$ cat src/rtl/sal_pkg.sv
package sal_pkg;

    localparam int unsigned LvlW     = 8;
    localparam int unsigned TickW    = 18;
    localparam int unsigned BlinkW   = 5;
    localparam int unsigned MinW     = 11;
    localparam int unsigned HourW    = 5;
    localparam int unsigned MinuteW  = 6;
    localparam int unsigned PreW     = 7;
    localparam int unsigned PhaseW   = 3;
    localparam int unsigned CfgIdxW  = 2;
    localparam int unsigned CfgDataW = 7;
    localparam int unsigned SgnW     = 13;
    localparam int unsigned DivSteps = LvlW;
    localparam int unsigned DivCntW  = $clog2(DivSteps);

    localparam logic [LvlW-1:0]     LevelFull   = 8'd255;
    localparam logic [LvlW-1:0]     LevelOff    = 8'd0;
    localparam logic [TickW-1:0]    FullTicks   = 18'd20;
    localparam logic [TickW-1:0]    FinalTicks  = 18'd600;
    localparam logic [TickW-1:0]    TicksPerMin = 18'd120;
    localparam logic [BlinkW-1:0]   BlinkHalves = 5'd20;
    localparam logic [MinW-1:0]     MinPerHour  = 11'd60;
    localparam logic signed [SgnW-1:0] DayMin   = 13'sd1440;
    localparam logic [HourW-1:0]    HourReset   = 5'd0;
    localparam logic [MinuteW-1:0]  MinuteReset = 6'd0;
    localparam logic [PreW-1:0]     PreReset    = 7'd30;

    localparam logic [CfgIdxW-1:0] CFG_ALARM_HOUR   = 2'd0;
    localparam logic [CfgIdxW-1:0] CFG_ALARM_MINUTE = 2'd1;
    localparam logic [CfgIdxW-1:0] CFG_PREALARM     = 2'd2;

    localparam logic KIND_TICK = 1'b0;
    localparam logic KIND_ARM  = 1'b1;

    typedef enum logic [PhaseW-1:0] {
        PH_IDLE  = 3'd0,
        PH_WAIT  = 3'd1,
        PH_RAMP  = 3'd2,
        PH_FULL  = 3'd3,
        PH_BLINK = 3'd4,
        PH_FINAL = 3'd5
    } t_phase;

    typedef enum logic [1:0] {
        ST_IDLE,
        ST_DIV,
        ST_EXEC,
        ST_PUSH
    } t_ctl_state;

    typedef struct packed {
        logic load_in;
        logic div_start;
        logic div_step;
        logic exec;
        logic out_load;
    } t_dp_cmd;

    typedef struct packed {
        logic arm_go;
        logic div_last;
        logic out_free;
    } t_dp_sts;

endpackage

$ cat src/rtl/sal_in_if.sv
interface sal_in_if import sal_pkg::*; ();
    logic              valid;
    logic              ready;
    logic              kind;
    logic [MinW-1:0]   minute_of_day;

    modport source(output valid, kind, minute_of_day, input ready);
    modport sink(input valid, kind, minute_of_day, output ready);
endinterface

$ cat src/rtl/sal_out_if.sv
interface sal_out_if import sal_pkg::*; ();
    logic              valid;
    logic              ready;
    logic [LvlW-1:0]   brightness;
    logic [PhaseW-1:0] phase;
    logic              alarm_active;

    modport source(output valid, brightness, phase, alarm_active, input ready);
    modport sink(input valid, brightness, phase, alarm_active, output ready);
endinterface

$ cat src/rtl/sunrise_alarm_led_sequencer.sv
// Channel   Direction  Payload
// i_in      sink       kind, minute_of_day
// o_out     source     brightness, phase, alarm_active
// i_cfg_*   write      i_cfg_idx selects alarm_hour, alarm_minute or prealarm_minutes
//
// A tick beat passes the controller from ST_IDLE, where it is accepted, through ST_EXEC to ST_PUSH.
// An arm beat in the idle phase also steps through ST_DIV for the 8-step divider before ST_EXEC.
// The result beat enters the output register when the controller leaves ST_PUSH.
// An output register holds the result, so a new beat is accepted while it waits.
// A stall on o_out holds the controller before loading the next result.
// Reset is synchronous and active low and restores the register defaults.
module sunrise_alarm_led_sequencer import sal_pkg::*; (
    input  logic                i_clk,
    input  logic                i_rst_n,
    sal_in_if.sink              i_in,
    sal_out_if.source           o_out,
    input  logic                i_cfg_we,
    input  logic [CfgIdxW-1:0]  i_cfg_idx,
    input  logic [CfgDataW-1:0] i_cfg_data
);

    t_dp_cmd cmd;
    t_dp_sts sts;

    sal_ctrl u_ctrl (
        .i_clk      (i_clk),
        .i_rst_n    (i_rst_n),
        .i_in_valid (i_in.valid),
        .o_in_ready (i_in.ready),
        .i_sts      (sts),
        .o_cmd      (cmd)
    );

    sal_dp u_dp (
        .i_clk           (i_clk),
        .i_rst_n         (i_rst_n),
        .i_cmd           (cmd),
        .o_sts           (sts),
        .i_kind          (i_in.kind),
        .i_minute_of_day (i_in.minute_of_day),
        .i_cfg_we        (i_cfg_we),
        .i_cfg_idx       (i_cfg_idx),
        .i_cfg_data      (i_cfg_data),
        .i_out_ready     (o_out.ready),
        .o_out_valid     (o_out.valid),
        .o_brightness    (o_out.brightness),
        .o_phase         (o_out.phase),
        .o_alarm_active  (o_out.alarm_active)
    );

endmodule

$ cat src/rtl/sal_ctrl.sv
module sal_ctrl import sal_pkg::*; (
    input  logic    i_clk,
    input  logic    i_rst_n,
    input  logic    i_in_valid,
    output logic    o_in_ready,
    input  t_dp_sts i_sts,
    output t_dp_cmd o_cmd
);

    t_ctl_state r_state;
    t_ctl_state n_state;

    always_ff @(posedge i_clk) begin
        if (!i_rst_n) begin
            r_state <= ST_IDLE;
        end else begin
            r_state <= n_state;
        end
    end

    always_comb begin
        n_state    = r_state;
        o_in_ready = 1'b0;
        o_cmd      = '0;
        unique case (r_state)
            ST_IDLE: begin
                o_in_ready = 1'b1;
                if (i_in_valid) begin
                    o_cmd.load_in = 1'b1;
                    if (i_sts.arm_go) begin
                        o_cmd.div_start = 1'b1;
                        n_state         = ST_DIV;
                    end else begin
                        n_state = ST_EXEC;
                    end
                end
            end
            ST_DIV: begin
                o_cmd.div_step = 1'b1;
                if (i_sts.div_last) begin
                    n_state = ST_EXEC;
                end
            end
            ST_EXEC: begin
                o_cmd.exec = 1'b1;
                n_state    = ST_PUSH;
            end
            ST_PUSH: begin
                if (i_sts.out_free) begin
                    o_cmd.out_load = 1'b1;
                    n_state        = ST_IDLE;
                end
            end
            default: begin
                n_state = ST_IDLE;
            end
        endcase
    end

endmodule

$ cat src/rtl/sal_dp.sv
module sal_dp import sal_pkg::*; (
    input  logic                i_clk,
    input  logic                i_rst_n,
    input  t_dp_cmd             i_cmd,
    output t_dp_sts             o_sts,
    input  logic                i_kind,
    input  logic [MinW-1:0]     i_minute_of_day,
    input  logic                i_cfg_we,
    input  logic [CfgIdxW-1:0]  i_cfg_idx,
    input  logic [CfgDataW-1:0] i_cfg_data,
    input  logic                i_out_ready,
    output logic                o_out_valid,
    output logic [LvlW-1:0]     o_brightness,
    output logic [PhaseW-1:0]   o_phase,
    output logic                o_alarm_active
);

    logic [HourW-1:0]   r_hour;
    logic [MinuteW-1:0] r_minute;
    logic [PreW-1:0]    r_pre;

    t_phase             r_phase;
    logic [TickW-1:0]   r_tick;
    logic [LvlW-1:0]    r_level;
    logic [LvlW-1:0]    r_step;
    logic [BlinkW-1:0]  r_blink;
    logic               r_armed;

    logic               r_kind;
    logic [MinW-1:0]    r_wait;
    logic [PreW-1:0]    r_den;
    logic [LvlW-1:0]    r_rem;
    logic [LvlW-1:0]    r_quo;
    logic [DivCntW-1:0] r_cnt;

    logic               r_out_valid;
    logic [LvlW-1:0]    r_out_level;
    logic [PhaseW-1:0]  r_out_phase;
    logic               r_out_armed;

    t_phase             n_phase;
    logic [TickW-1:0]   n_tick;
    logic [LvlW-1:0]    n_level;
    logic [LvlW-1:0]    n_step;
    logic [BlinkW-1:0]  n_blink;
    logic               n_armed;

    logic [PreW-1:0]        pre_eff;
    logic [MinW-1:0]        alarm_min;
    logic signed [SgnW-1:0] start_s;
    logic signed [SgnW-1:0] cur_s;
    logic signed [SgnW-1:0] diff_s;
    logic signed [SgnW-1:0] wait_s;
    logic [MinW-1:0]        n_wait;
    logic [LvlW-1:0]        trial;
    logic                   fits;
    logic                   tick_done;
    logic [TickW-1:0]       tick_dec;
    logic [LvlW:0]          ramp_sum;
    logic [TickW-1:0]       wait_ticks;

    // A prealarm of zero behaves as one minute.
    assign pre_eff   = (r_pre == '0) ? PreW'(1) : r_pre;
    assign alarm_min = MinW'(r_hour) * MinPerHour + MinW'(r_minute);
    assign start_s   = $signed({2'b00, alarm_min}) - $signed({6'b000000, pre_eff});
    assign cur_s     = $signed({2'b00, i_minute_of_day});
    assign diff_s    = start_s - cur_s;
    assign wait_s    = (cur_s >= start_s) ? diff_s + DayMin : diff_s;
    assign n_wait    = wait_s[SgnW-1] ? '0 : wait_s[MinW-1:0];

    assign trial = {r_rem[LvlW-2:0], r_quo[LvlW-1]};
    assign fits  = trial >= {1'b0, r_den};

    // Minutes times 120 ticks, as 128x minus 8x.
    assign wait_ticks = {r_wait, 7'b0000000} - {4'b0000, r_wait, 3'b000};

    assign tick_done = r_tick <= TickW'(1);
    assign tick_dec  = r_tick - TickW'(1);
    assign ramp_sum  = {1'b0, r_level} + {1'b0, r_step};

    assign o_sts.arm_go   = (i_kind == KIND_ARM) && (r_phase == PH_IDLE);
    assign o_sts.div_last = r_cnt == DivCntW'(DivSteps - 1);
    assign o_sts.out_free = !r_out_valid || i_out_ready;

    always_comb begin
        n_phase = r_phase;
        n_tick  = r_tick;
        n_level = r_level;
        n_step  = r_step;
        n_blink = r_blink;
        n_armed = r_armed;
        if (r_kind == KIND_ARM) begin
            if (r_phase == PH_IDLE) begin
                n_step  = r_quo;
                n_armed = 1'b1;
                n_phase = PH_WAIT;
                n_tick  = wait_ticks;
            end
        end else begin
            case (r_phase)
                PH_WAIT: begin
                    n_tick = tick_done ? '0 : tick_dec;
                    if (tick_done) begin
                        if (r_step != LevelFull) begin
                            n_level = r_step;
                            n_phase = PH_RAMP;
                            n_tick  = TicksPerMin;
                        end else begin
                            n_level = LevelFull;
                            n_phase = PH_FULL;
                            n_tick  = FullTicks;
                        end
                    end
                end
                PH_RAMP: begin
                    n_tick = tick_done ? '0 : tick_dec;
                    if (tick_done) begin
                        if (ramp_sum < {1'b0, LevelFull}) begin
                            n_level = ramp_sum[LvlW-1:0];
                            n_tick  = TicksPerMin;
                        end else begin
                            n_level = LevelFull;
                            n_phase = PH_FULL;
                            n_tick  = FullTicks;
                        end
                    end
                end
                PH_FULL: begin
                    n_tick = tick_done ? '0 : tick_dec;
                    if (tick_done) begin
                        n_level = LevelOff;
                        n_phase = PH_BLINK;
                        n_blink = BlinkW'(1);
                    end
                end
                PH_BLINK: begin
                    if (r_blink < BlinkHalves) begin
                        n_level = r_blink[0] ? LevelFull : LevelOff;
                        n_blink = r_blink + BlinkW'(1);
                    end else begin
                        n_level = LevelFull;
                        n_phase = PH_FINAL;
                        n_tick  = FinalTicks;
                    end
                end
                PH_FINAL: begin
                    n_tick = tick_done ? '0 : tick_dec;
                    if (tick_done) begin
                        n_level = LevelOff;
                        n_phase = PH_IDLE;
                        n_armed = 1'b0;
                    end
                end
                default: begin
                    n_phase = r_phase;
                end
            endcase
        end
    end

    always_ff @(posedge i_clk) begin
        if (!i_rst_n) begin
            r_hour   <= HourReset;
            r_minute <= MinuteReset;
            r_pre    <= PreReset;
        end else if (i_cfg_we) begin
            unique case (i_cfg_idx)
                CFG_ALARM_HOUR:   r_hour   <= i_cfg_data[HourW-1:0];
                CFG_ALARM_MINUTE: r_minute <= i_cfg_data[MinuteW-1:0];
                CFG_PREALARM:     r_pre    <= i_cfg_data[PreW-1:0];
                default:          r_pre    <= r_pre;
            endcase
        end
    end

    always_ff @(posedge i_clk) begin
        if (!i_rst_n) begin
            r_phase <= PH_IDLE;
            r_tick  <= '0;
            r_level <= '0;
            r_step  <= '0;
            r_blink <= '0;
            r_armed <= 1'b0;
        end else if (i_cmd.exec) begin
            r_phase <= n_phase;
            r_tick  <= n_tick;
            r_level <= n_level;
            r_step  <= n_step;
            r_blink <= n_blink;
            r_armed <= n_armed;
        end
    end

    always_ff @(posedge i_clk) begin
        if (!i_rst_n) begin
            r_cnt <= '0;
        end else if (i_cmd.div_start) begin
            r_cnt <= '0;
        end else if (i_cmd.div_step) begin
            r_cnt <= r_cnt + DivCntW'(1);
        end
    end

    always_ff @(posedge i_clk) begin
        if (i_cmd.load_in) begin
            r_kind <= i_kind;
        end
        if (i_cmd.div_start) begin
            r_wait <= n_wait;
            r_den  <= pre_eff;
            r_rem  <= '0;
            r_quo  <= LevelFull;
        end else if (i_cmd.div_step) begin
            r_rem <= fits ? trial - {1'b0, r_den} : trial;
            r_quo <= {r_quo[LvlW-2:0], fits};
        end
    end

    always_ff @(posedge i_clk) begin
        if (!i_rst_n) begin
            r_out_valid <= 1'b0;
        end else if (i_cmd.out_load) begin
            r_out_valid <= 1'b1;
        end else if (i_out_ready) begin
            r_out_valid <= 1'b0;
        end
    end

    always_ff @(posedge i_clk) begin
        if (i_cmd.out_load) begin
            r_out_level <= r_level;
            r_out_phase <= r_phase;
            r_out_armed <= r_armed;
        end
    end

    assign o_out_valid    = r_out_valid;
    assign o_brightness   = r_out_level;
    assign o_phase        = r_out_phase;
    assign o_alarm_active = r_out_armed;

endmodule

$ cat src/flat_wrapper.sv
// flat-port wrapper written by rule: the top's interface ports become plain ports
module sunrise_alarm_led_sequencer_flat import sal_pkg::*;
  (i_clk, i_rst_n, i_cfg_we, i_cfg_idx, i_cfg_data, i_in_valid, i_in_kind, i_in_minute_of_day, i_in_ready, o_out_valid, o_out_brightness, o_out_phase, o_out_alarm_active, o_out_ready);
  sal_in_if i_in_i ();
  sal_out_if o_out_i ();
  input  logic i_clk;
  input  logic i_rst_n;
  input  logic i_cfg_we;
  input  logic [CfgIdxW-1:0] i_cfg_idx;
  input  logic [CfgDataW-1:0] i_cfg_data;
  input wire logic [$bits(i_in_i.valid)-1:0] i_in_valid;
  input wire logic [$bits(i_in_i.kind)-1:0] i_in_kind;
  input wire logic [$bits(i_in_i.minute_of_day)-1:0] i_in_minute_of_day;
  output wire logic [$bits(i_in_i.ready)-1:0] i_in_ready;
  output wire logic [$bits(o_out_i.valid)-1:0] o_out_valid;
  output wire logic [$bits(o_out_i.brightness)-1:0] o_out_brightness;
  output wire logic [$bits(o_out_i.phase)-1:0] o_out_phase;
  output wire logic [$bits(o_out_i.alarm_active)-1:0] o_out_alarm_active;
  input wire logic [$bits(o_out_i.ready)-1:0] o_out_ready;
  assign i_in_i.valid = i_in_valid;
  assign i_in_i.kind = i_in_kind;
  assign i_in_i.minute_of_day = i_in_minute_of_day;
  assign i_in_ready = i_in_i.ready;
  assign o_out_valid = o_out_i.valid;
  assign o_out_brightness = o_out_i.brightness;
  assign o_out_phase = o_out_i.phase;
  assign o_out_alarm_active = o_out_i.alarm_active;
  assign o_out_i.ready = o_out_ready;
  sunrise_alarm_led_sequencer u_core (.i_clk(i_clk), .i_rst_n(i_rst_n), .i_in(i_in_i), .o_out(o_out_i), .i_cfg_we(i_cfg_we), .i_cfg_idx(i_cfg_idx), .i_cfg_data(i_cfg_data));
endmodule
$ cat config.mk
export PLATFORM = sky130hd
export DESIGN_NAME = sunrise_alarm_led_sequencer_flat
export DESIGN_NICKNAME = d
export VERILOG_FILES = /design/src/rtl/sal_pkg.sv /design/src/rtl/sal_in_if.sv /design/src/rtl/sal_out_if.sv /design/src/rtl/sunrise_alarm_led_sequencer.sv /design/src/rtl/sal_ctrl.sv /design/src/rtl/sal_dp.sv /design/src/flat_wrapper.sv
export SDC_FILE = /design/constraint.sdc
export NUM_CORES = 1
export LEC_CHECK = 0
export ABC_AREA = 0
export BUFFER_PORTS_ARGS = -buffer_cell sky130_fd_sc_hd__buf_2
export CORE_MARGIN = 2
export CORE_UTILIZATION = 30
export CTS_BUF_LIST = sky130_fd_sc_hd__clkbuf_4 sky130_fd_sc_hd__clkbuf_8
export CTS_CLUSTER_SIZE = 8
export DETAILED_ROUTE_END_ITERATION = 7
export PLACE_DENSITY = 0.56
export SLEW_MARGIN = 5
export SYNTH_ARGS = -nofsm -noshare
export SYNTH_HDL_FRONTEND = slang
export SYNTH_HIERARCHICAL = 1
export SYNTH_SLANG_ARGS = --single-unit
$ cat constraint.sdc
create_clock -name i_clk -period 8 [get_ports i_clk]
set_input_delay 1.6 -clock i_clk [delete_from_list [all_inputs] [get_ports i_clk]]
set_output_delay 1.6 -clock i_clk [all_outputs]
set_load 0.1 [all_outputs]
After elaboration in Yosys (flattened, before gate mapping). Cells that the tools add are included.

Bits of input ports: 26. Flip-flop bits (word level): 113. Logic and storage cells: 143.

Multipliers: 1. Eq/ne operators: 27. Multiplexer cells: 52. Bitwise gates (word level): 2. Add/sub/neg operators: 10. Reduce and logical (&&, ||, !) cells: 26. $lt $le $gt $ge: 5.

Operators by type and width (number): 18-bit two-way mux (6); 18-bit case mux with 4 select lines (1); 8-bit two-way mux (7); 8-bit case mux with 4 select lines (1); 7-bit two-way mux (4); 3-bit two-way mux (8); 18-bit by 1-bit less-or-equal comparator with 1-bit output, second input constant (1); 3-bit inequality test, second input constant (6); 18-bit by 1-bit subtractor with 18-bit output, second input constant (1); 18-bit by 14-bit subtractor with 18-bit output (1); 3-bit case mux with 5 select lines (1); 13-bit by 12-bit adder with 13-bit output, second input constant (1); 1-bit two-way mux (13); 13-bit two-way mux (1); 12-bit by 12-bit subtractor with 13-bit output (1); 12-bit >= comparator (1); 2-bit two-way mux (6); 11-bit by 7-bit subtractor with 12-bit output (1); 11-bit by 6-bit adder with 11-bit output (1); 5-bit two-way mux (2); 2-bit inequality test, second input constant (5); 5-bit case mux with 2 select lines (1); 8-bit by 8-bit adder with 9-bit output (1); 3-bit == test, second input constant (3); 32 further kinds (49).

Logic depth before layout (Yosys ltp). Gate-level depths: netlist (run 1).

Word-level depth: 6. Gate-level depth with buffers: 27. Depth with buffers taken out: 26.

Hierarchy. The synthesis (run 1) kept the hierarchy.

Modules (own cells, without submodules): sal_dp (times used 1, cells an instance 932, area each 8007.7 µm², seq. area each 2532.4 µm²); sal_ctrl (times used 1, cells an instance 24, area each 198.9 µm², seq. area each 40.0 µm²).

Worst setup path after synthesis (run 1). Ideal clock, no wire load.

Path kind: reg-to-reg. From: register u_core.u_dp.r_hour[2]. To: register u_core.u_dp.r_wait[10], data pin. Path slack: 2.021 ns. Cell stages (with the launch flop): 24. Setup time: 0.258 ns. Data arrival time: 5.721 ns. Buffers on the path: 1. Required time: 7.742 ns. Path through: dfxtp_1 > inv_1 > fa_1 > fa_1 > fa_1 > inv_1 > ha_1 > nor2_1 > a21oi_1 > xor2_1 > ha_1 > o21a_1 > o2bb2ai_1 > xor2_1 > ha_1 > nor2_1 > or4b_1 > and4_1 > a21o_1 > o21a_1 > or3b_1 > a31oi_1 > buf_4 > nor3_1.

Longest elaborated chain between the ends: 6. Elaborated cells between the ends (all ways): 7. Classes of those cells: add/sub (4); mul (1); order compare (1); mux (1).

Ends and longest elaborated chain: start: declaration (RTL line sal_dp.sv:18) `logic [HourW-1:0] r_hour;`; start signal: assignment (RTL line sal_dp.sv:163) `r_hour <= HourReset;`; start signal: assignment (RTL line sal_dp.sv:168) `CFG_ALARM_HOUR: r_hour <= i_cfg_data[HourW-1:0];`; 5-bit by 4-bit multiplier with 9-bit output * (RTL line sal_dp.sv:64) `assign alarm_min = MinW'(r_hour) * MinPerHour + MinW'(r_minute);`; 11-bit by 6-bit adder with 11-bit output * (RTL line sal_dp.sv:64); 11-bit by 7-bit subtractor with 12-bit output * (RTL line sal_dp.sv:65) `assign start_s = $signed({2'b00, alarm_min}) - $signed({6'b000000, pre_eff});`; 12-bit by 12-bit subtractor with 13-bit output (RTL line sal_dp.sv:67) `assign diff_s = start_s - cur_s;`; 13-bit by 12-bit adder with 13-bit output (RTL line sal_dp.sv:68) `assign wait_s = (cur_s >= start_s) ? diff_s + DayMin : diff_s;`; 13-bit two-way mux * (RTL line sal_dp.sv:68); end signal: assignment (RTL line sal_dp.sv:209) `r_wait <= n_wait;`; end: declaration (RTL line sal_dp.sv:30) `logic [MinW-1:0] r_wait;`.

Every way passes the cells marked *; elsewhere a longest branch is shown, timed or not. A chain may end at the register's enable or synchronous reset.

Worst setup path in the final report (run 1).
From: register u_core.u_dp.r_hour[2]. To: register u_core.u_dp.r_wait[8], data pin.

The elaborated chain is that of the path after synthesis.

==> results of run 1 <==
## worst paths after layout
check                           slack [ns]                          to                   from  cells past startpoint
worst max-delay path                  1.19       u_core/u_dp/r_wait[8]  u_core/u_dp/r_hour[2]                     22
worst min-delay path                  0.43  u_core/u_dp/o_alarm_active    u_core/u_dp/r_armed                      0
worst max register to register        1.19       u_core/u_dp/r_wait[8]  u_core/u_dp/r_hour[2]                     22
worst min register to register        0.43  u_core/u_dp/o_alarm_active    u_core/u_dp/r_armed                      0
## per-layer routing
layer	part of all wire	routed length (microns)	vias to the layer above	GRT usage
li1	-	-	3462	-
met2	0.45	8110	118	0.205
met1	0.50	8970	3100	0.178
met3	0.038	680	15	0.0282
met4	0.013	225	0	0.0390
met5	0	0	-	0
## cells in the final DEF (no fill, tap or decap), types with 7 or more instances in the layout
cell type  synthesis  routed
ha_1              67      67
xor2_1            19      19
edfxtp_1          31      31
nand3_1           16      16
nor2b_1           40      40
nor3b_1            7       7
a211oi_1          10      10
nor3_1            33      33
mux2i_1           33      33
xnor2_1           31      31
a21o_1            20      20
nand2b_1           7       7
nand2_1           64      64
a21oi_1           60      60
nor2_1            73      73
clkbuf_8           0      17
inv_1             79      79
buf_2              4      39
fa_1              12      12
and3_1             7       7
o21a_1            12      12
o21ai_0           75      75
and2_1            12      12
a31oi_1           12      12
dfxtp_1           82      82
nor4_1             7       7
## stage by stage
stage	cell area [sq um]	power, mW	utilization	hold slack, ns	cells
finish	9130	3.10	0.340	0.435	1335
global route	9130	3.37	0.340	0.469	1335
CTS	9130	3.12	0.340	0.439	1335
detailed placement	8710	2.53	0.324	0.420	1303
global placement	8710	2.51	0.324	0.420	1303
floorplan	8210	2.19	-	0.408	956
## final cells by class
cell class | instances | area [sq um] | share of cell area
clock inverters | 14 | 179 | 0.0196
repair buffers | 43 | 225 | 0.0247
clock buffers | 18 | 241 | 0.0264
well taps | 341 | 427 | 0.0467
flip-flops and latches | 113 | 2570 | 0.282
inverters | 80 | 300 | 0.0329
multi-input cells | 726 | 5180 | 0.568
## sequential cells by signal, indices dropped and copies added, names as in the netlist, 6 cells and up
name / flops
u_core/u_dp/r_pre: 7
u_core/u_dp/r_rem: 7
u_core/u_dp/o_brightness: 8
u_core/u_dp/r_quo: 8
u_core/u_dp/r_level: 8
u_core/u_dp/r_minute: 6
u_core/u_dp/r_den: 7
u_core/u_dp/r_tick: 18
u_core/u_dp/r_step: 8
u_core/u_dp/r_wait: 11
## cells in the mapped netlist (4+ instances only)
| library cell | count |
|---|---|
| dfxtp_1 | 82 |
| inv_1 | 79 |
| o21ai_0 | 75 |
| nor2_1 | 73 |
| ha_1 | 67 |
| nand2_1 | 64 |
| a21oi_1 | 60 |
| nor2b_1 | 40 |
| mux2i_1 | 33 |
| nor3_1 | 33 |
| edfxtp_1 | 31 |
| xnor2_1 | 31 |
| clkbuf_1 | 28 |
| a21o_1 | 20 |
| xor2_1 | 19 |
| nand3_1 | 16 |
| a31oi_1 | 12 |
| and2_1 | 12 |
| fa_1 | 12 |
| o21a_1 | 12 |
| a211oi_1 | 10 |
| and3_1 | 7 |
| nand2b_1 | 7 |
| nor3b_1 | 7 |
| nor4_1 | 7 |
| a22oi_1 | 6 |
| nand4_1 | 6 |
| o211ai_1 | 6 |
| and2b_1 | 5 |
| or3_1 | 5 |
| a211o_1 | 4 |
| a21boi_0 | 4 |
| buf_2 | 4 |
| nand3b_1 | 4 |
| o21bai_1 | 4 |
## logic make-up (layout without fill, tap and decap cells)
logic type / Yosys count / count (layout)
compound gates: 256 / 256
xor+xnor: 51 / 51
fa+ha+maj: 79 / 79
buf+inv: 117 / 155
flops: 113 / 113
mux: 34 / 34
simple gates: 306 / 306
## power breakdown
part           switching, mW  internal (mW)
clock network          0.265          0.316
logic                   1.04          0.665
registers              0.105          0.717
total                   1.41           1.70
## worst register-to-register path: stages (launching register included)
cell and delay, ns:
dfxtp_1 0.38, inv_1 0.14, fa_1 0.55, fa_1 0.46
fa_1 0.49, inv_1 0.04, ha_1 0.30, nor2_1 0.05
a21oi_1 0.24, xor2_1 0.18, ha_1 0.28, o21a_1 0.13
o2bb2ai_1 0.34, xor2_1 0.19, ha_1 0.30, nor2_1 0.15
or4b_1 0.43, and4_1 0.25, a21o_1 0.17, o21a_1 0.20
or3b_1 0.35, a31oi_1 0.76, nor3_1 0.15
==> metrics.md, run 1 <==
| Metric | Value |
|---|---|
| Post-DR vias/cell | `about 5` |
| Clk root buf | `clkbuf_8` |
| Mapped Cells | `956` |
| Initial Util | `0.305` |
| Cells resized by post-CTS repair | `0` |
| Synth warnings | `6` |
| Skew-Pair Late Insertion Delay | `about 0.45 ns` |
| Final Hold Fails | `0` |
| Worst-Margin Slew | `approximately 1.1 ns` |
| Initial antenna violation count | `0` |
| Simple-Gate Fraction of Synth Area | `0.200` |
| Ys flop type | `dfxtp_1` |
| DIE AREA | `around 0.029 sq mm` |
| Cell family with most CP delay | `adder cells` |
| Vias in the first global route | `6397` |
| Post-CTS Setup Bufs | `0` |
| Worst-path clk slew | `roughly 0.080 ns` |
| Final WS setup | `1.19 ns` |
| RSZ-0062 raised after global routing | `false` |
| CTS tree | `yes` |
| First-pass GRT wire length | `30.7 mm` |
| Final layout net count | `1086` |
| Synth Register Bits | `between 100 and 150` |
| Diodes inserted | `0` |
| Core area | `around 0.027 sq mm` |
| Max transition margin | `0.252` |
| Final Skew | `about 0.017 ns` |
| WP data required | `between 8 and 9 ns` |
| Overflow after GRT | `0` |
| I/O pins | `40` |
| Syn_nets | `approximately 1.1k` |
| Post-Synth Adder-Cell Area | `0.131` |
| Total GRT Usage | `0.130` |
| CTS max path bufs | `2` |
| Mean routed wirelength per cell | `around 13 microns` |
| Port bufs | `39` |
| Final HPWL DP | `between 10 and 15 mm` |
| Share of cells above drive strength 1 | `0.101` |
| Setup_tns | `0 ns` |
| Period utilisation layout | `0.852` |
| CTS Buf Count | `17` |
| Gpl congestion | `between 0.8 and 0.9` |
| Sequential fraction of the synthesis area | `0.313` |
| Critical path buffers and inverters | `2` |
| TritonCTS Sinks | `between 100 and 150` |
| Min-delay worst type | `reg2reg` |
| Startpoint types | `flop` |
| Max Cap Viol | `0` |
| Power per cell area | `roughly 340 mW/mm^2` |
| Top cells by area, synth | `dfxtp_1, edfxtp_1, ha_1, o21ai_0, mux2i_1` |
| Crit path arrival time | `around 7.0 ns` |
| Largest family of logic cells by synthesized area | `compound AO/OA/AOI/OAI gates` |
| WL final | `roughly 18 mm` |
| Chip Height | `roughly 170 microns` |
| Peak Freq | `0.147 GHz` |
| Cell taking the most area after synthesis | `dfxtp_1` |
| Row count | `60` |
| EDFF count, synth | `31` |
| Dpl ws | `roughly 1.2 ns` |
| XOR/XNOR share of the synthesized area | `0.0553` |
| Setup Viol. Count Final | `0` |
| P&R area growth vs syn | `11.3%` |
| CP Capture Type | `flop` |
| Syn avg cell area | `between 8 and 9 sq um` |
| Hold buffers post-CTS | `0` |
| Highest-delay cell along the critical path | `a31oi_1` |
| Leakage | `just over 4 nW` |
| Post-synth top area share | `0.200` |
| Crit path kind | `reg2reg` |
| Critical-path maximum fanout | `11` |
| Vias | `roughly 6.7k` |
| Post-synth cell types | `87` |
| Drt drc | `0` |
| Minimum clock period | `approximately 7 ns` |
| H-Tree Depth | `4` |
| Final slew viol count | `0` |
| Die width | `~170 microns` |
| Post-route ant nets | `0` |
| Ys async rst share | `0` |
| Post-synthesis mux area share | `0.0416` |
| First DRT Iteration DRCs | `just under 400` |
| Area of the mapped netlist | `between 0.008 and 0.009 sq mm` |
| Pin count of the biggest net entering global routing | `66` |
| CP peak stage delay | `0.76 ns` |
| Fillers | `between 2k and 3k` |
| Synth Area in Compound Gates | `0.202` |
| CP cell instances | `inv_1 > fa_1 > fa_1 > fa_1 > inv_1 > ha_1 > nor2_1 > a21oi_1 > xor2_1 > ha_1 > o21a_1 > o2bb2ai_1 > xor2_1 > ha_1 > nor2_1 > or4b_1 > and4_1 > a21o_1 > o21a_1 > or3b_1 > a31oi_1 > nor3_1` |
| DR pass1 iterations | `5` |
| Worst vdd ir | `0.149 mV` |
| Status | `complete, no violations` |
Power figures use the tool's default switching activity.
==> run 2, diff against run 1 <==
--- a/config.mk
+++ b/config.mk
@@ -5,7 +5,6 @@
 export SDC_FILE = /design/constraint.sdc
 export NUM_CORES = 1
 export LEC_CHECK = 0
-export ABC_AREA = 0
 export BUFFER_PORTS_ARGS = -buffer_cell sky130_fd_sc_hd__buf_2
 export CORE_MARGIN = 2
 export CORE_UTILIZATION = 30
@@ -13,6 +12,7 @@
 export CTS_CLUSTER_SIZE = 8
 export DETAILED_ROUTE_END_ITERATION = 7
 export PLACE_DENSITY = 0.56
+export RECOVER_POWER = 50
 export SLEW_MARGIN = 5
 export SYNTH_ARGS = -nofsm -noshare
 export SYNTH_HDL_FRONTEND = slang
==> run 2 against run 1 <==
Via count rose by 0.10%. Register-to-register slack barely moved. Routed wire length barely moved. Sequential share of layout area barely moved. Core utilization barely moved. Power barely moved. Sequential cell count did not move. Worst setup slack improved by 0.013 ns. Sequential power barely moved. First-iteration DRC count rose by 2.5%.
==> metrics.md, run 2 (synthesis gave the netlist of run 1 again) <==
| Metric | Value |
|---|---|
| Met2 Wirelength | `8.09 mm (-0.33%)` |
| Skew-Pair Late Insertion Delay | `0.45 ns (about the same)` |
| Biggest register | `u_core/u_dp/r_tick` |
| Max Cap Viol | `0 (unchanged)` |
| Vias | `6702 (+0.10%)` |
| Final layout net count | `1086 (unchanged)` |
| Hold buffers post-CTS | `0 (unchanged)` |
| WP data required | `8.14 ns (about the same)` |
| Dpl ws | `1.23 ns (unchanged)` |
| Drt drc | `0 (unchanged)` |
| DR pass1 iterations | `6 (+1)` |
| Min-delay worst type | `reg2reg` |
| Core area | `0.0269 sq mm (unchanged)` |
| CP Capture Type | `flop` |
| Final HPWL DP | `13.4 mm (unchanged)` |
| Final Skew | `0.0173 ns (+0.00000340 ns)` |
| Post-route ant nets | `0 (unchanged)` |
| Crit path kind | `reg2reg` |
| Status | `complete, no violations` |
| R2R Setup Slk | `1.20 ns (about the same)` |
| Power per cell area | `340 mW/mm^2 (about the same)` |
| Period utilisation layout | `0.850 (-0.00167)` |
| Setup Viol. Count Final | `0 (unchanged)` |
| Most common cell after layout, fill and taps aside | `dfxtp_1` |
| P&R area growth vs syn | `11.1% (about the same)` |
| Leakage | `4.06 nW (-0.36%)` |
| Top Registers | `u_core/u_dp/r_tick: 18 flops, u_core/u_dp/r_wait: 11 flops` |
| CTS tree | `yes` |
| Cells resized by post-CTS repair | `0 (unchanged)` |
| Clk root buf | `clkbuf_8` |
| Initial Util | `0.305 (unchanged)` |
| Crit path arrival time | `6.94 ns (about the same)` |
| H-Tree Depth | `4 (unchanged)` |
| Worst-Margin Slew | `1.39 ns (+0.265 ns)` |
| Port bufs | `39 (unchanged)` |
| Mean routed wirelength per cell | `13.5 microns (about the same)` |
| Design Power | `3.10 mW (about the same)` |
| DIE AREA | `0.0287 sq mm (unchanged)` |
| Row count | `60 (unchanged)` |
| Total GRT Usage | `0.130 (unchanged)` |
| Final slew viol count | `0 (unchanged)` |
| Worst vdd ir | `0.149 mV (-0.19%)` |
| Final WS setup | `1.20 ns (+0.0133 ns)` |
| First-pass GRT wire length | `30.7 mm (unchanged)` |
| CTS Buf Count | `17 (unchanged)` |
| CTS max path bufs | `2 (unchanged)` |
| Worst-path clk slew | `0.08 ns (about the same)` |
| I/O pins | `40 (unchanged)` |
| Fillers | `2804 (+0.071%)` |
| Max reg flops | `18 (unchanged)` |
| Max Used Layer | `met4` |
| Minimum clock period | `6.80 ns (-0.0133 ns)` |
| TritonCTS Sinks | `113 (unchanged)` |
| Gpl congestion | `0.809 (unchanged)` |
| Initial antenna violation count | `0 (unchanged)` |
| Startpoint types | `flop` |
| Critical-path maximum fanout | `11 (unchanged)` |
| Max transition margin | `0.0751 (-0.177)` |
| Peak Freq | `0.147 GHz (+0.20%)` |
| Final Hold Fails | `0 (unchanged)` |
| Diodes inserted | `0 (unchanged)` |
| Commonest cells after routing, fill and taps aside | `dfxtp_1, inv_1, o21ai_0, nor2_1, ha_1` |
| First DRT Iteration DRCs | `405 (+2.5%)` |
| RSZ-0062 raised after global routing | `false` |
| Overflow after GRT | `0 (unchanged)` |
| Post-DR vias/cell | `5.02 (+0.10%)` |
| WL final | `18.0 mm (about the same)` |
| Met1 Wirelength | `8.99 mm (+0.28%)` |
| Die width | `169 microns (unchanged)` |
| Vias in the first global route | `6397 (unchanged)` |
| Met3 routed WL | `662 microns (-2.6%)` |
| Pin count of the biggest net entering global routing | `66 (unchanged)` |
| Share of cells above drive strength 1 | `0.0956 (-0.00503)` |
| Setup_tns | `0 ns (unchanged)` |
| Chip Height | `169 microns (unchanged)` |
| Post-CTS Setup Bufs | `0 (unchanged)` |
[run 2: through the flow]
step / cell area (sq um) / cells / hold WS [ns] / utilization
CTS: 9130 / 1335 / 0.439 / 0.340
global placement: 8710 / 1303 / 0.420 / 0.324
finish: 9120 / 1335 / 0.435 / 0.339
global route: 9120 / 1335 / 0.469 / 0.339
detailed placement: 8710 / 1303 / 0.420 / 0.324
floorplan: 8210 / 956 / 0.408 / -
[run 2: final timing paths]
kind,from,endpoint,cells past startpoint
min reg2reg,u_core/u_dp/r_armed,u_core/u_dp/o_alarm_active,0
min,u_core/u_dp/r_armed,u_core/u_dp/o_alarm_active,0
max reg2reg,u_core/u_dp/r_hour[2],u_core/u_dp/r_wait[8],22
max,u_core/u_dp/r_hour[2],u_core/u_dp/r_wait[8],22
[run 2: worst max-delay path, cell delays in order, from the launching register on]
cell and delay [ns]:
dfxtp_1 0.38, inv_1 0.14, fa_1 0.55, fa_1 0.46, fa_1 0.49, inv_1 0.04
ha_1 0.30, nor2_1 0.04, a21oi_1 0.24, xor2_1 0.18, ha_1 0.28, o21a_1 0.13
o2bb2ai_1 0.34, xor2_1 0.19, ha_1 0.30, nor2_1 0.13, or4b_1 0.43, and4_1 0.25
a21o_1 0.17, o21a_1 0.20, or3b_1 0.35, a31oi_1 0.76, nor3_1 0.14
[run 2: power breakdown]
part / switching, mW / total (mW) / leakage (nW) / internal [mW]
sequential: 0.105 / 0.823 / 0.956 / 0.718
combinational: 1.04 / 1.70 / 2.89 / 0.663
clock: 0.265 / 0.582 / 0.216 / 0.316
total: 1.41 / 3.10 / 4.06 / 1.70
[run 2: final cells by class]
type / instances / area [sq um] / area share
flip-flops and latches: 113 / 2570 / 0.282
well taps: 341 / 427 / 0.0468
clock inverters: 14 / 179 / 0.0196
multi-input cells: 726 / 5180 / 0.568
inverters: 80 / 300 / 0.0329
repair buffers: 43 / 218 / 0.0239
clock buffers: 18 / 241 / 0.0265
[run 2: metal layers]
| metal | track usage | up-vias |
|---|---|---|
| met5 | 0 | - |
| met4 | 0.0390 | 0 |
| met3 | 0.0282 | 15 |
| met2 | 0.205 | 113 |
| met1 | 0.178 | 3113 |
| li1 | - | 3461 |
==> run 3, diff against run 2 <==
--- a/config.mk
+++ b/config.mk
@@ -13,6 +13,8 @@
 export DETAILED_ROUTE_END_ITERATION = 7
 export PLACE_DENSITY = 0.56
 export RECOVER_POWER = 50
+export REMOVE_ABC_BUFFERS = 1
+export SKIP_CTS_REPAIR_TIMING = 1
 export SLEW_MARGIN = 5
 export SYNTH_ARGS = -nofsm -noshare
 export SYNTH_HDL_FRONTEND = slang
==> run 3 against run 2 <==
The flow now finishes with violations (capacitance limit, slew limit). Final cell count did not move. Hold slack improved by 0.027 ns. Core utilization rose by 0.070 points. Global-route usage fell by 0.067 points. Sequential cell count did not move. Sequential share of layout area fell by 0.058 points. Worst setup slack got worse by 0.077 ns. Register-to-register slack got worse by 0.08 ns. Power rose by 1.4%. First-iteration DRC count fell by 5.7%.
==> metrics.md, run 3 (synthesis gave the netlist of run 1 again) <==
| Metric | Value |
|---|---|
| Status | `finished with violations` |
| TritonCTS Sinks | `113 (unchanged)` |
| CTS Buf Count | `17 (unchanged)` |
| DR pass1 iterations | `5 (-1)` |
| Post-route ant nets | `0 (unchanged)` |
| WP data required | `8.16 ns (+0.02 ns)` |
| Die width | `169 microns (unchanged)` |
| H-Tree Depth | `4 (unchanged)` |
| Most common cell after layout, fill and taps aside | `dfxtp_1` |
| Skew-Pair Late Insertion Delay | `0.44 ns (about the same)` |
| Fillers | `2803 (-0.036%)` |
| Biggest register | `u_core/u_dp/r_tick` |
| Comb pwr share | `0.541 (-0.006)` |
| Initial Util | `0.305 (unchanged)` |
| Commonest cells after routing, fill and taps aside | `dfxtp_1, inv_1, o21ai_0, nor2_1, ha_1` |
| Min-delay worst type | `reg2reg` |
| I/O pins | `40 (unchanged)` |
| Setup_tns | `0 ns (unchanged)` |
| Max transition margin | `-0.776 (-0.851)` |
| First DRT Iteration DRCs | `382 (-5.7%)` |
| Multi-input logic area | `0.00518 sq mm (unchanged)` |
| WL final | `17.9 mm (-0.52%)` |
| Share of cells above drive strength 1 | `0.0956 (unchanged)` |
| Mean routed wirelength per cell | `13.4 microns (-0.52%)` |
| CTS max path bufs | `2 (unchanged)` |
| Vias in the first global route | `6570 (+2.7%)` |
| Final HPWL DP | `13.1 mm (-1.7%)` |
| Final slew viol count | `66 (+66)` |
| Critical-path maximum fanout | `11 (unchanged)` |
| Chip Height | `169 microns (unchanged)` |
| Max reg flops | `18 (unchanged)` |
| Register area | `0.00257 sq mm (unchanged)` |
| Max Cap Viol | `1 (+1)` |
| Top Registers | `u_core/u_dp/r_tick: 18 flops, u_core/u_dp/r_wait: 11 flops` |
| Core area | `0.0269 sq mm (unchanged)` |
| Final layout net count | `1086 (unchanged)` |
| Crit path arrival time | `7.03 ns (+0.09 ns)` |
| Overflow after GRT | `0 (unchanged)` |
| Port bufs | `39 (unchanged)` |
| Setup Viol. Count Final | `0 (unchanged)` |
| Initial antenna violation count | `0 (unchanged)` |
| Clk root buf | `clkbuf_8` |
| DIE AREA | `0.0287 sq mm (unchanged)` |
| Gpl congestion | `0.767 (-5.1%)` |
| P&R area growth vs syn | `11.4%` |
| Failing checks | `capacitance limit, slew limit` |
| Row count | `60 (unchanged)` |
| Vias | `6692 (-0.15%)` |
| CTS tree | `yes` |
| Worst vdd ir | `0.258 mV (+74%)` |
| Peak Freq | `0.145 GHz (-1.1%)` |
| Sequential Power Share | `0.262 (-0.003)` |
| Sw Share | `0.444 (-0.00935)` |
| Final Skew | `0.0162 ns (-0.00113 ns)` |
| Worst-Margin Slew | `2.66 ns (+1.28 ns)` |
| Sw power | `1.40 mW (-0.71%)` |
| Startpoint types | `flop` |
| Post-layout util | `0.340 (+0.000699)` |
| Pin count of the biggest net entering global routing | `66 (unchanged)` |
| RSZ-0062 raised after global routing | `false` |
| Crit path kind | `reg2reg` |
| Minimum clock period | `6.88 ns (+0.0773 ns)` |
| Pint | `1.75 mW (+3.1%)` |
| Power per cell area | `344 mW/mm^2 (+1.2%)` |
| Clock network power share | `0.197 (+0.010)` |
| Diodes inserted | `0 (unchanged)` |
| Worst-path clk slew | `0.08 ns (about the same)` |
| Total GRT Usage | `0.129 (-0.000670)` |
| R2R Setup Slk | `1.12 ns (-0.08 ns)` |
| Drt drc | `0 (unchanged)` |
| Leakage | `4.06 nW (+0.13%)` |
| Post-DR vias/cell | `5.01 (-0.15%)` |
| Final Hold Fails | `0 (unchanged)` |
| First-pass GRT wire length | `30.7 mm (+0.16%)` |
| CP Capture Type | `flop` |
| Design Power | `3.15 mW (+1.4%)` |
| Period utilisation layout | `0.860 (+0.00966)` |
| Hold Worst Slack | `0.462 ns (+0.0272 ns)` |
run 3: changes by cell type in the layout (fill, tap and decap cells not counted), sizes merged:
cell	delta
clkinv	-6
bufinv	+1
inv	+1
clkinvlp	+2
clkbuf	+2
run 3: worst paths after layout:
| check | startpoint | end | depth (start not counted) |
|---|---|---|---|
| worst max-delay path | u_core/u_dp/r_hour[2] | u_core/u_dp/r_wait[4] | 23 |
| worst min-delay path | u_core/u_dp/r_level[5] | u_core/u_dp/o_brightness[5] | 0 |
| worst max register to register | u_core/u_dp/r_hour[2] | u_core/u_dp/r_wait[4] | 23 |
| worst min register to register | u_core/u_dp/r_level[5] | u_core/u_dp/o_brightness[5] | 0 |
run 3: area by class of cell:
type	count	share of cell area
inverter	80	0.0329
tap	341	0.0467
sequential	113	0.281
multi-input combinational	726	0.567
clock inverter	12	0.0196
timing repair buffer	43	0.0235
clock buffer	20	0.0287
run 3: through the flow:
step / cells / worst slack [ns] / area, sq um
3_3_place_gp: 1303 / 1.37 / 8710
3_5_place_dp: 1303 / 1.15 / 8710
4_1_cts: 1335 / 1.13 / 9150
5_1_grt: 1335 / 0.597 / 9140
2_1_floorplan: 919 / 1.74 / 8050
6_report: 1335 / 1.12 / 9140
run 3: power by group through the flow:
stage | clock (mW) | combinational [mW] | sequential, mW
final | 0.620 | 1.70 | 0.825
after global routing | 0.662 | 1.92 | 0.842
after CTS | 0.642 | 1.71 | 0.822
after detailed placement | 0 | 1.70 | 0.834
after global placement | 0 | 1.69 | 0.834
after floorplan | 0 | 1.31 | 0.839
run 3: layer usage:
metal  track usage  share of wire  wire (microns)  vias to the layer above
met5             0              0               0                        -
met4        0.0320         0.0088             157                        0
met3        0.0296          0.038             673                       10
met2         0.217           0.47            8320                      110
met1         0.168           0.49            8730                     3106
li1              -              -               -                     3466
run 3: critical path: stages, from the launching register on:
cell	delay, ns
dfxtp_1	0.38
inv_1	0.14
fa_1	0.55
fa_1	0.46
fa_1	0.49
inv_1	0.04
ha_1	0.30
nor2_1	0.05
a21oi_1	0.27
xor2_1	0.18
ha_1	0.28
o21a_1	0.12
o2bb2ai_1	0.37
xor2_1	0.12
ha_1	0.37
and3_1	0.20
nand2_1	0.08
nor2_1	0.06
a2111oi_2	0.42
xnor2_1	0.19
o21a_1	0.26
or3b_1	0.36
a31oi_1	0.74
nor3_1	0.16
